`src/sv/iaht_pkg.sv`:
```
// Shared types and constants of the allpass Hilbert transformer.
// Depends on nothing; used by the section module and the top level.
package iaht_pkg;

  localparam longint MICRO_SCALE = 1000000;

  // Section coefficients in millionths: real chain, then imaginary chain.
  localparam longint RE1_A_MICRO = -260502;
  localparam longint RE1_B_MICRO = 25690;
  localparam longint RE2_A_MICRO = 870686;
  localparam longint RE2_B_MICRO = -1868500;
  localparam longint IM1_A_MICRO = 946570;
  localparam longint IM1_B_MICRO = -1946320;
  localparam longint IM2_A_MICRO = 63380;
  localparam longint IM2_B_MICRO = -837740;

  typedef enum logic [1:0] {
    SEC_IDLE,
    SEC_MUL,
    SEC_ROUND,
    SEC_SUM
  } sec_state_t;

  typedef enum logic [1:0] {
    TOP_IDLE,
    TOP_FIRST,
    TOP_SECOND,
    TOP_OUT
  } top_state_t;

  typedef struct packed {
    logic start;
    logic clear;
  } sec_ctrl_t;

  // Rounds a coefficient given in millionths to the fixed-point grid,
  // half away from zero. Only ever evaluated at elaboration.
  function automatic longint coef_fixed(input longint micro, input int frac);
    longint mag;
    longint q;
    mag = (micro < 0) ? -micro : micro;
    q = ((mag << frac) + (MICRO_SCALE / 2)) / MICRO_SCALE;
    return (micro < 0) ? -q : q;
  endfunction

endpackage

```
`src/sv/iaht_if.sv`:
```
// Valid/ready channel interfaces of the allpass Hilbert transformer.
// Depends on nothing; the top level takes one of each.
interface iaht_in_if #(
  parameter int SAMPLE_WIDTH = 16
);
  logic                           valid;
  logic                           ready;
  logic                           action;
  logic signed [SAMPLE_WIDTH-1:0] sample;

  modport source (output valid, output action, output sample, input ready);
  modport sink   (input valid, input action, input sample, output ready);
endinterface

interface iaht_out_if #(
  parameter int SAMPLE_WIDTH = 16
);
  logic                           valid;
  logic                           ready;
  logic signed [SAMPLE_WIDTH-1:0] in_phase;
  logic signed [SAMPLE_WIDTH-1:0] quadrature;

  modport source (output valid, output in_phase, output quadrature, input ready);
  modport sink   (input valid, input in_phase, input quadrature, output ready);
endinterface

```
`src/sv/iaht_section.sv`:
```
// One second-order allpass section with digit-serial multipliers.
// Depends on iaht_pkg for the control struct and the state type.
module iaht_section #(
  parameter int     STATE_WIDTH    = 24,
  parameter int     COEF_FRAC_BITS = 16,
  parameter longint COEF_A         = 0,
  parameter longint COEF_B         = 0
) (
  input  logic                          clk,
  input  logic                          rst,
  input  iaht_pkg::sec_ctrl_t           ctrl,
  input  logic signed [STATE_WIDTH-1:0] x,
  output logic                          done,
  output logic signed [STATE_WIDTH-1:0] y
);
  import iaht_pkg::*;

  localparam int CW    = COEF_FRAC_BITS + 2;
  localparam int ND    = (STATE_WIDTH + 1) / 2;
  localparam int EW    = 2 * ND;
  localparam int PW    = CW + 3;
  localparam int FW    = PW + EW;
  localparam int TW    = STATE_WIDTH + 2;
  localparam int SW    = STATE_WIDTH + 4;
  localparam int CNT_W = $clog2(ND);

  localparam logic signed [FW-1:0] ROUND_HALF = FW'(1) <<< (COEF_FRAC_BITS - 1);
  localparam logic signed [SW-1:0] SAT_HI     = SW'({(STATE_WIDTH - 1){1'b1}});
  localparam logic signed [SW-1:0] SAT_LO     = -SAT_HI - SW'(1);

  sec_state_t state, state_next;
  logic [CNT_W-1:0] cnt;
  logic last_digit;
  logic load, shift, round;

  logic signed [STATE_WIDTH-1:0] xin, x1, x2, y1, y2;
  logic signed [STATE_WIDTH-1:0] lane_src [4];
  logic signed [TW-1:0] term [4];
  logic signed [SW-1:0] sum;

  assign last_digit = (cnt == CNT_W'(ND - 1));

  always_comb begin
    state_next = state;
    unique case (state)
      SEC_IDLE:  if (ctrl.start) state_next = SEC_MUL;
      SEC_MUL:   if (last_digit) state_next = SEC_ROUND;
      SEC_ROUND: state_next = SEC_SUM;
      SEC_SUM:   state_next = SEC_IDLE;
      default:   state_next = SEC_IDLE;
    endcase
    if (ctrl.clear) state_next = SEC_IDLE;
  end

  always_comb begin
    load  = 1'b0;
    shift = 1'b0;
    round = 1'b0;
    done  = 1'b0;
    unique case (state)
      SEC_IDLE:  load  = ctrl.start;
      SEC_MUL:   shift = 1'b1;
      SEC_ROUND: round = 1'b1;
      SEC_SUM:   done  = 1'b1;
      default:   load  = 1'b0;
    endcase
  end

  always_ff @(posedge clk) begin
    if (rst) begin
      state <= SEC_IDLE;
      cnt   <= '0;
    end else begin
      state <= state_next;
      if (load) cnt <= '0;
      else if (shift) cnt <= cnt + CNT_W'(1);
    end
  end

  assign lane_src[0] = x;
  assign lane_src[1] = x1;
  assign lane_src[2] = y1;
  assign lane_src[3] = y2;

  // Each lane multiplies one state word by its coefficient, two bits of the
  // state per cycle, least significant digit first. The accumulator shifts
  // right so that its adder stays as narrow as the coefficient.
  for (genvar g = 0; g < 4; g++) begin : g_lane
    localparam logic signed [PW-1:0] C = (g == 0 || g == 3) ? PW'(COEF_A) : PW'(COEF_B);

    logic        [EW-1:0] opr;
    logic        [EW-1:0] low;
    logic signed [PW-1:0] acc;
    logic signed [PW-1:0] pp;
    logic signed [PW:0]   part;
    logic signed [FW-1:0] full;
    logic signed [FW-1:0] shifted;

    always_comb begin
      pp = '0;
      if (opr[0]) pp = C;
      // The top digit carries the sign bit, whose weight is negative.
      if (opr[1]) pp = last_digit ? pp - (C <<< 1) : pp + (C <<< 1);
      part    = {acc[PW-1], acc} + {pp[PW-1], pp};
      full    = $signed({acc, low}) + ROUND_HALF;
      shifted = full >>> COEF_FRAC_BITS;
    end

    always_ff @(posedge clk) begin
      if (load) begin
        opr <= EW'(lane_src[g]);
        acc <= '0;
      end else if (shift) begin
        opr <= opr >> 2;
        acc <= {part[PW], part[PW:2]};
        low <= {part[1:0], low[EW-1:2]};
      end
      if (round) term[g] <= shifted[TW-1:0];
    end
  end

  always_comb begin
    sum = SW'(term[0]) + SW'(term[1]) + SW'(x2) - SW'(term[2]) - SW'(term[3]);
    if (sum > SAT_HI) y = SAT_HI[STATE_WIDTH-1:0];
    else if (sum < SAT_LO) y = SAT_LO[STATE_WIDTH-1:0];
    else y = sum[STATE_WIDTH-1:0];
  end

  always_ff @(posedge clk) begin
    if (load) xin <= x;
    if (rst || ctrl.clear) begin
      x1 <= '0;
      x2 <= '0;
      y1 <= '0;
      y2 <= '0;
    end else if (done) begin
      x2 <= x1;
      x1 <= xin;
      y2 <= y1;
      y1 <= y;
    end
  end

endmodule

```
`src/sv/iir_allpass_hilbert_transformer.sv`:
```
// Channel   Direction  Payload                     Transfer
// din       sink       action, sample              valid && ready
// dout      source     in_phase, quadrature        valid && ready
//
// A sample passes from its transfer to the result register as follows: the two
// sections of each chain run one after the other, and each spends one cycle per
// two-bit state digit. A clear item gives no result.
// Reset clears all history and empties the result register. A stalled result
// holds in its register while the next sample is already taken and worked on.
module iir_allpass_hilbert_transformer #(
  parameter int SAMPLE_WIDTH   = 16,
  parameter int STATE_WIDTH    = 24,
  parameter int COEF_FRAC_BITS = 16
) (
  input logic        clk,
  input logic        rst,
  iaht_in_if.sink    din,
  iaht_out_if.source dout
);
  import iaht_pkg::*;

  localparam int D      = (STATE_WIDTH - 4) - (SAMPLE_WIDTH - 1);
  localparam int WW     = STATE_WIDTH + SAMPLE_WIDTH + 2;
  localparam int SH_IN  = (D < 0) ? -D : 1;
  localparam int SH_OUT = (D > 0) ? D : 1;
  localparam int SH_UP  = (D > 0) ? D : 0;
  localparam int SH_DN  = (D < 0) ? -D : 0;

  localparam logic signed [WW-1:0] HALF_IN  = WW'(1) <<< (SH_IN - 1);
  localparam logic signed [WW-1:0] HALF_OUT = WW'(1) <<< (SH_OUT - 1);
  localparam logic signed [WW-1:0] SAMP_HI  = WW'({(SAMPLE_WIDTH - 1){1'b1}});
  localparam logic signed [WW-1:0] SAMP_LO  = -SAMP_HI - WW'(1);

  localparam longint RE1_A = coef_fixed(RE1_A_MICRO, COEF_FRAC_BITS);
  localparam longint RE1_B = coef_fixed(RE1_B_MICRO, COEF_FRAC_BITS);
  localparam longint RE2_A = coef_fixed(RE2_A_MICRO, COEF_FRAC_BITS);
  localparam longint RE2_B = coef_fixed(RE2_B_MICRO, COEF_FRAC_BITS);
  localparam longint IM1_A = coef_fixed(IM1_A_MICRO, COEF_FRAC_BITS);
  localparam longint IM1_B = coef_fixed(IM1_B_MICRO, COEF_FRAC_BITS);
  localparam longint IM2_A = coef_fixed(IM2_A_MICRO, COEF_FRAC_BITS);
  localparam longint IM2_B = coef_fixed(IM2_B_MICRO, COEF_FRAC_BITS);

  function automatic logic signed [STATE_WIDTH-1:0] to_state(
    input logic signed [SAMPLE_WIDTH-1:0] s
  );
    logic signed [WW-1:0] w;
    w = WW'(s);
    if (D >= 0) w = w <<< SH_UP;
    else w = (w + HALF_IN) >>> SH_IN;
    return w[STATE_WIDTH-1:0];
  endfunction

  function automatic logic signed [SAMPLE_WIDTH-1:0] to_sample(
    input logic signed [STATE_WIDTH-1:0] v
  );
    logic signed [WW-1:0] w;
    w = WW'(v);
    if (D > 0) w = (w + HALF_OUT) >>> SH_OUT;
    else w = w <<< SH_DN;
    if (w > SAMP_HI) w = SAMP_HI;
    else if (w < SAMP_LO) w = SAMP_LO;
    return w[SAMPLE_WIDTH-1:0];
  endfunction

  top_state_t state, state_next;
  logic accept, start1, start2, clr, capture, load_out;
  sec_ctrl_t ctrl1, ctrl2;
  logic done_re1, done_re2, done_im1, done_im2;
  logic signed [STATE_WIDTH-1:0] x_in, y_re1, y_re2, y_im1, y_im2;
  logic signed [STATE_WIDTH-1:0] re_st, im_st;
  logic out_valid;
  logic signed [SAMPLE_WIDTH-1:0] in_phase, quadrature;

  assign accept = din.valid && din.ready;
  assign x_in   = to_state(din.sample);

  always_comb begin
    state_next = state;
    unique case (state)
      TOP_IDLE:   if (accept && !din.action) state_next = TOP_FIRST;
      TOP_FIRST:  if (done_re1) state_next = TOP_SECOND;
      TOP_SECOND: if (done_re2) state_next = TOP_OUT;
      TOP_OUT:    if (!out_valid || dout.ready) state_next = TOP_IDLE;
      default:    state_next = TOP_IDLE;
    endcase
  end

  always_comb begin
    din.ready = 1'b0;
    start2    = 1'b0;
    capture   = 1'b0;
    load_out  = 1'b0;
    unique case (state)
      TOP_IDLE:   din.ready = 1'b1;
      TOP_FIRST:  start2    = done_re1 && done_im1;
      TOP_SECOND: capture   = done_re2;
      TOP_OUT:    load_out  = !out_valid || dout.ready;
      default:    din.ready = 1'b0;
    endcase
  end

  assign start1      = accept && !din.action;
  assign clr         = accept && din.action;
  assign ctrl1.start = start1;
  assign ctrl1.clear = clr;
  assign ctrl2.start = start2;
  assign ctrl2.clear = clr;

  iaht_section #(
    .STATE_WIDTH(STATE_WIDTH), .COEF_FRAC_BITS(COEF_FRAC_BITS),
    .COEF_A(RE1_A), .COEF_B(RE1_B)
  ) u_re1 (.clk, .rst, .ctrl(ctrl1), .x(x_in), .done(done_re1), .y(y_re1));

  iaht_section #(
    .STATE_WIDTH(STATE_WIDTH), .COEF_FRAC_BITS(COEF_FRAC_BITS),
    .COEF_A(RE2_A), .COEF_B(RE2_B)
  ) u_re2 (.clk, .rst, .ctrl(ctrl2), .x(y_re1), .done(done_re2), .y(y_re2));

  iaht_section #(
    .STATE_WIDTH(STATE_WIDTH), .COEF_FRAC_BITS(COEF_FRAC_BITS),
    .COEF_A(IM1_A), .COEF_B(IM1_B)
  ) u_im1 (.clk, .rst, .ctrl(ctrl1), .x(x_in), .done(done_im1), .y(y_im1));

  iaht_section #(
    .STATE_WIDTH(STATE_WIDTH), .COEF_FRAC_BITS(COEF_FRAC_BITS),
    .COEF_A(IM2_A), .COEF_B(IM2_B)
  ) u_im2 (.clk, .rst, .ctrl(ctrl2), .x(y_im1), .done(done_im2), .y(y_im2));

  always_ff @(posedge clk) begin
    if (rst) begin
      state     <= TOP_IDLE;
      out_valid <= 1'b0;
    end else begin
      state <= state_next;
      if (load_out) out_valid <= 1'b1;
      else if (dout.ready) out_valid <= 1'b0;
    end
    // Both chains run in lockstep, so the imaginary sections finish with the
    // real ones; their done flags are checked only against each other.
    if (capture && done_im2) begin
      re_st <= y_re2;
      im_st <= y_im2;
    end
    if (load_out) begin
      in_phase   <= to_sample(re_st);
      quadrature <= to_sample(im_st);
    end
  end

  assign dout.valid      = out_valid;
  assign dout.in_phase   = in_phase;
  assign dout.quadrature = quadrature;

endmodule

```
`src/flat_wrapper.sv`:
```
// flat-port wrapper written by rule: the top's interface ports become plain ports
module iir_allpass_hilbert_transformer_flat import iaht_pkg::*;
#(
  parameter int SAMPLE_WIDTH   = 16,
  parameter int STATE_WIDTH    = 24,
  parameter int COEF_FRAC_BITS = 16
)
  (clk, rst, din_valid, din_action, din_sample, din_ready, dout_valid, dout_in_phase, dout_quadrature, dout_ready);
  iaht_in_if #(.SAMPLE_WIDTH(SAMPLE_WIDTH)) din_i ();
  iaht_out_if #(.SAMPLE_WIDTH(SAMPLE_WIDTH)) dout_i ();
  input logic clk;
  input logic rst;
  input wire logic [$bits(din_i.valid)-1:0] din_valid;
  input wire logic [$bits(din_i.action)-1:0] din_action;
  input wire logic [$bits(din_i.sample)-1:0] din_sample;
  output wire logic [$bits(din_i.ready)-1:0] din_ready;
  output wire logic [$bits(dout_i.valid)-1:0] dout_valid;
  output wire logic [$bits(dout_i.in_phase)-1:0] dout_in_phase;
  output wire logic [$bits(dout_i.quadrature)-1:0] dout_quadrature;
  input wire logic [$bits(dout_i.ready)-1:0] dout_ready;
  assign din_i.valid = din_valid;
  assign din_i.action = din_action;
  assign din_i.sample = din_sample;
  assign din_ready = din_i.ready;
  assign dout_valid = dout_i.valid;
  assign dout_in_phase = dout_i.in_phase;
  assign dout_quadrature = dout_i.quadrature;
  assign dout_i.ready = dout_ready;
  iir_allpass_hilbert_transformer #(.SAMPLE_WIDTH(SAMPLE_WIDTH), .STATE_WIDTH(STATE_WIDTH), .COEF_FRAC_BITS(COEF_FRAC_BITS)) u_core (.clk(clk), .rst(rst), .din(din_i), .dout(dout_i));
endmodule
```
`config.mk`:
```
export PLATFORM = sky130hd
export DESIGN_NAME = iir_allpass_hilbert_transformer_flat
export DESIGN_NICKNAME = d
export VERILOG_FILES = /design/src/sv/iaht_pkg.sv /design/src/sv/iaht_if.sv /design/src/sv/iaht_section.sv /design/src/sv/iir_allpass_hilbert_transformer.sv /design/src/flat_wrapper.sv
export SDC_FILE = /design/constraint.sdc
export NUM_CORES = 2
export LEC_CHECK = 0
export ABC_AREA = 0
export ABC_CLOCK_PERIOD_IN_PS = 5340
export BUFFER_PORTS_ARGS = -buffer_cell sky130_fd_sc_hd__buf_2
export CORE_MARGIN = 2
export CORE_UTILIZATION = 36
export CTS_CLUSTER_DIAMETER = 200
export CTS_CLUSTER_SIZE = 10
export DETAILED_ROUTE_END_ITERATION = 6
export GPL_TIMING_DRIVEN = 0
export HOLD_SLACK_MARGIN = 0.08
export PLACE_DENSITY = 0.62
export SLEW_MARGIN = 20
export SYNTH_ARGS = -nofsm -noshare
export SYNTH_HDL_FRONTEND = slang
export SYNTH_SLANG_ARGS = --single-unit
```
`constraint.sdc`:
```
create_clock -name clk -period 5.34 [get_ports clk]
set_input_delay 0.267 -clock clk [delete_from_list [all_inputs] [get_ports clk]]
set_output_delay 0.267 -clock clk [all_outputs]
set_load 0.005 [all_outputs]
```
==> flow_results.org <==
** Outcome
- The run finished with clean final reports.

** Drt
- After detailed routing, the number of remaining DRC violations is 0.
- For this block, the initial DRC count from the detailed router was 5,970.
- Vias per Instance :: about 5.1
- The routed layout has 70,100 vias.
- In the final routed layout, each cell accounts on average for 18.6 um.
- Total wire length :: between 200 and 300 mm
- The count of nets left with antenna violations once routing finished came out at 0.
- Drt pass-1 iters :: 6

** Yosys
- Flip-flop and latch count after synthesis :: 1,787
- Number of synthesis warnings :: 0
- Summing every instance area after synthesis gives 97,900 sq um.
- Number of flops mapped to enable cells by yosys :: about 1,100
- Each instance of the synthesized netlist takes up on average 10.1 sq um.
- Of the total synthesized cell area, the portion taken by full adders, half adders and majority gates is 0.133.
- Gate count of the mapped netlist :: 9,674
- The synthesized-area fraction occupied by ao, oa, aoi and oai cells is 0.0836.
- Of all cell types, the one taking the most synthesized area is edfxtp_1.
- Async S/R FF share, synth :: 0
- The share of the Yosys chip area taken by registers is 0.476.
- Ranked by total cell area, the synthesized netlist is headed by edfxtp_1, dfxtp_1, fa_1.
- Of the post-synthesis cell area, the dominant cell type holds 0.331.
- Prevailing post-synth register cell :: edfxtp_1
- By area, the combinational part of the netlist is dominated by simple AND/OR/NAND/NOR gates.
- Net count of the mapped netlist :: about 11,000
- Of the total synthesized cell area, the portion taken by XOR and XNOR cells is 0.0661.
- The portion of synthesized area spent on multiplexers is 0.0454.
- Count of cell types in the netlist :: 82
- Simple-Gate Fraction of Synth Area :: 0.148

** Run
- Max-cap violation count :: 0

** Worst setup path
- STA puts the critical path data arrival time at 5850 ps.
- The worst setup path is launched from a register.
- The signal on the critical path passes through inv_2 -> fa_1 -> inv_1 -> fa_1 -> inv_1 -> fa_1 -> inv_1 -> ha_4 -> and3_4 -> a221oi_4 -> a21oi_2 -> a211oi_2 -> a21boi_0 -> o21ai_1 -> a21oi_4 -> o41ai_4 -> buf_6 -> a21oi_1 -> mux2_2.
- At the worst endpoint, the required time is 5940 ps.
- Kind of critical path :: reg2reg
- On the critical path, the stage with the largest delay is an instance of fa_1.
- STA classifies the critical path endpoint as a register.
- CP Max Fanout :: 8
- On the critical path the largest part of the delay comes from compound AO/OA/AOI/OAI gates.
- Setup slack on the worst reg-to-reg path comes out at approximately 100 ps.
- Together, buffers and inverters on the worst path number 5.
- Stage delay of the slowest cell on the critical path :: ~540 ps

** Timing
- The final number of hold-violating endpoints came to 0.
- Tightest Pin Transition :: 1370 ps
- The routed design could run at a clock period as short as 5240 ps.
- Setup repair after global routing missed its margin :: true
- Number of max-slew violations in the final report :: 0
- Setup violations remaining at the end of the flow were counted as 0.
- The clock arrives with 37.1 ps of skew.
- Share of the clock period used by the worst path :: 0.982
- Max Clock Freq :: 191 MHz
- Headroom to the max-slew limit :: 0.0810
- Worst hold slack after final layout :: 237 ps
- Final worst setup slack :: just under 100 ps
- After routing, the total negative slack on setup checks comes to 0 ps.

** Place
- Input and output buffers added on the ports amount to 54.
- Post-placement setup slack :: -1110 ps
- Routability-driven placement finished with a final weighted congestion of 0.887.
- Detail Placement HPWL :: 192 mm

** Hold path
- Hold Path Class :: in2reg

** Layout
- In the final design database the tool counted 10,900 nets.
- Most common cell after layout, fill and taps aside :: nand2_1
- Of the cells placed in the final design, the portion with a size suffix greater than 1 is 0.0607.
- Compared with the post-synthesis result, the final layout area differs by 13.3%.
- In the layout the commonest cells are nand2_1, edfxtp_1, inv_1, nor2_1, dfxtp_1.

** Clocking
- Total clock buffers created by CTS :: around 200
- H-tree level count :: 4
- Clk Latency, worst-skew pair :: 860 ps
- Root buffer cell :: clkbuf_16
- Clock tree from TritonCTS :: built
- Clock-pin slew was measured on the worst setup and hold paths at approximately 60 ps.
- The tree built by TritonCTS fans out to 1,787 sinks.
- The clock passes through at most 3 buffers.

** Global route
- Number of antenna violations at the first check in global routing :: 9
- The first global-routing pass estimated 395 mm of wire.
- The number of global-route vias before repair is ~68,000.
- Global routing finished with a remaining overflow of 0.
- Overall routing resource usage :: 0.181
- Entering global routing, the biggest net connects 60 pins.

** Die
- The floorplan step set the die height to 526 um.
- Die area :: 276,000 sq um
- In this run the standard cell core region covers 271,000 sq um.
- In this run the core area contains 191 standard-cell rows.
- The initial utilization of the core area, before any placement, comes to 0.362.
- Width of the chip :: 526 um
- I/O Pins :: 55

** Pwr
- IR analysis of the VDD net gives a maximum drop of 0.490 mV.
- For this design the ratio of total power to cell area is 516 nW/um^2.
- Total leakage power :: 44.4 nW
where the power goes:
part | total, mW | switching, mW | internal (mW) | leakage, nW
Clock | 12.7 | 5.73 | 6.95 | 2.73
Combinational | 24.2 | 14.6 | 9.56 | 26.0
Sequential | 20.4 | 2.32 | 18.1 | 15.7
Total | 57.3 | 22.6 | 34.6 | 44.4
kinds of logic (layout without fill, tap and decap cells):
logic type	Yosys count	in the layout
other	0	7
buffers and inverters	1262	1785
multiplexers	443	443
adder cells (fa/ha/maj)	846	846
flip-flops	1787	1787
AND/OR/NAND/NOR	3308	3308
AO/OA/AOI/OAI	1289	1290
XOR/XNOR	739	739
routing by layer:
layer / routed length [um] / up-vias / track usage
met1: 119000 / 34200 / 0.255
met5: 0 / - / 0
li1: - / 33600 / -
met3: 14100 / 361 / 0.0223
met4: 6660 / 0 / 0.0506
met2: 117000 / 1975 / 0.291
layout make-up:
cell class,count,area (sq um)
Timing Repair Buffer,160,1460
Buffer,289,1200
Tap cell,3570,4470
Clock inverter,16,309
Inverter,968,3650
Antenna cell,7,17.5
Clock buffer,352,5490
Multi-Input combinational cell,6626,47800
Sequential cell,1787,46600
Fill cell,25900,160000
worst paths after layout:
check / from / to / cells after the start
min: din_action / u_core.state[0] / 5
min reg2reg: u_core.u_im1.g_lane[2].low[20] / u_core.u_im1.g_lane[2].low[18] / 0
max: u_core.u_im1.x2[15] / u_core.u_im2.g_lane[0].opr[18] / 19
max reg2reg: u_core.u_im1.x2[15] / u_core.u_im2.g_lane[0].opr[18] / 19
registers in the layout, indices dropped and copies added (netlist names), 36 cells and up:
name,cells
u_core.u_im2.term,104
u_core.u_re1.g_lane.low,36
u_core.u_im1.term,104
u_core.u_re1.g_lane.opr,92
u_core.u_re2.term,104
u_core.u_im1.g_lane.acc,80
u_core.u_im2.g_lane.acc,80
u_core.u_re2.g_lane.acc,80
u_core.u_re1.term,104
u_core.u_re2.g_lane.opr,96
u_core.u_im2.g_lane.low,36
u_core.u_im1.g_lane.opr,92
u_core.u_im2.g_lane.opr,96
u_core.u_re1.g_lane.acc,80
u_core.u_re2.g_lane.low,36
u_core.u_im1.g_lane.low,36
metrics by stage:
stage               instances  instance area, sq um   util  total power [mW]
finish                  13800                111000  0.410              57.3
global route            13800                111000  0.410              60.6
CTS                     13700                110000  0.406              55.7
detailed placement      13300                103000  0.381              41.5
global placement        13300                103000  0.379              40.9
floorplan                9674                 97900      -              34.9
cell usage after synthesis, drive strengths merged (25+ instances only):
master  count
and2       57
or2        29
fa        326
nor3      124
a31oi      45
o31ai      28
mux2i     438
inv       962
and3      163
o21ai     311
o211ai     25
nor2      932
nand4      65
nand2    1409
a21o      112
a211oi     98
or3        36
xor2      222
o21a       44
edfxtp   1078
nand2b     62
xnor2     517
nor2b      79
ha        520
a21oi     388
buf        42
nand3     276
dfxtp     709
clkbuf    252
worst register-to-register path: cells and delay by family, from the launching register on:
| family | cells | cell delay (ps) |
|---|---|---|
| AO/OA/AOI/OAI | 8 | 1910 |
| adder cells (fa/ha/maj) | 4 | 1820 |
| buffers and inverters | 5 | 430 |
| flip-flops | 1 | 330 |
| multiplexers | 1 | 300 |
| AND/OR/NAND/NOR | 1 | 200 |
repair_timing:
action / CTS / global route
hold buffers: 18 / 0
setup buffers: 35 / 34
hold endpoints to repair: 77 / 0
gates cloned: 0 / 2
pin swaps: 25 / 49
gates resized for setup: 128 / 164
endpoints found under the setup margin: 227 / 221
(Power assumes the default switching activity.)
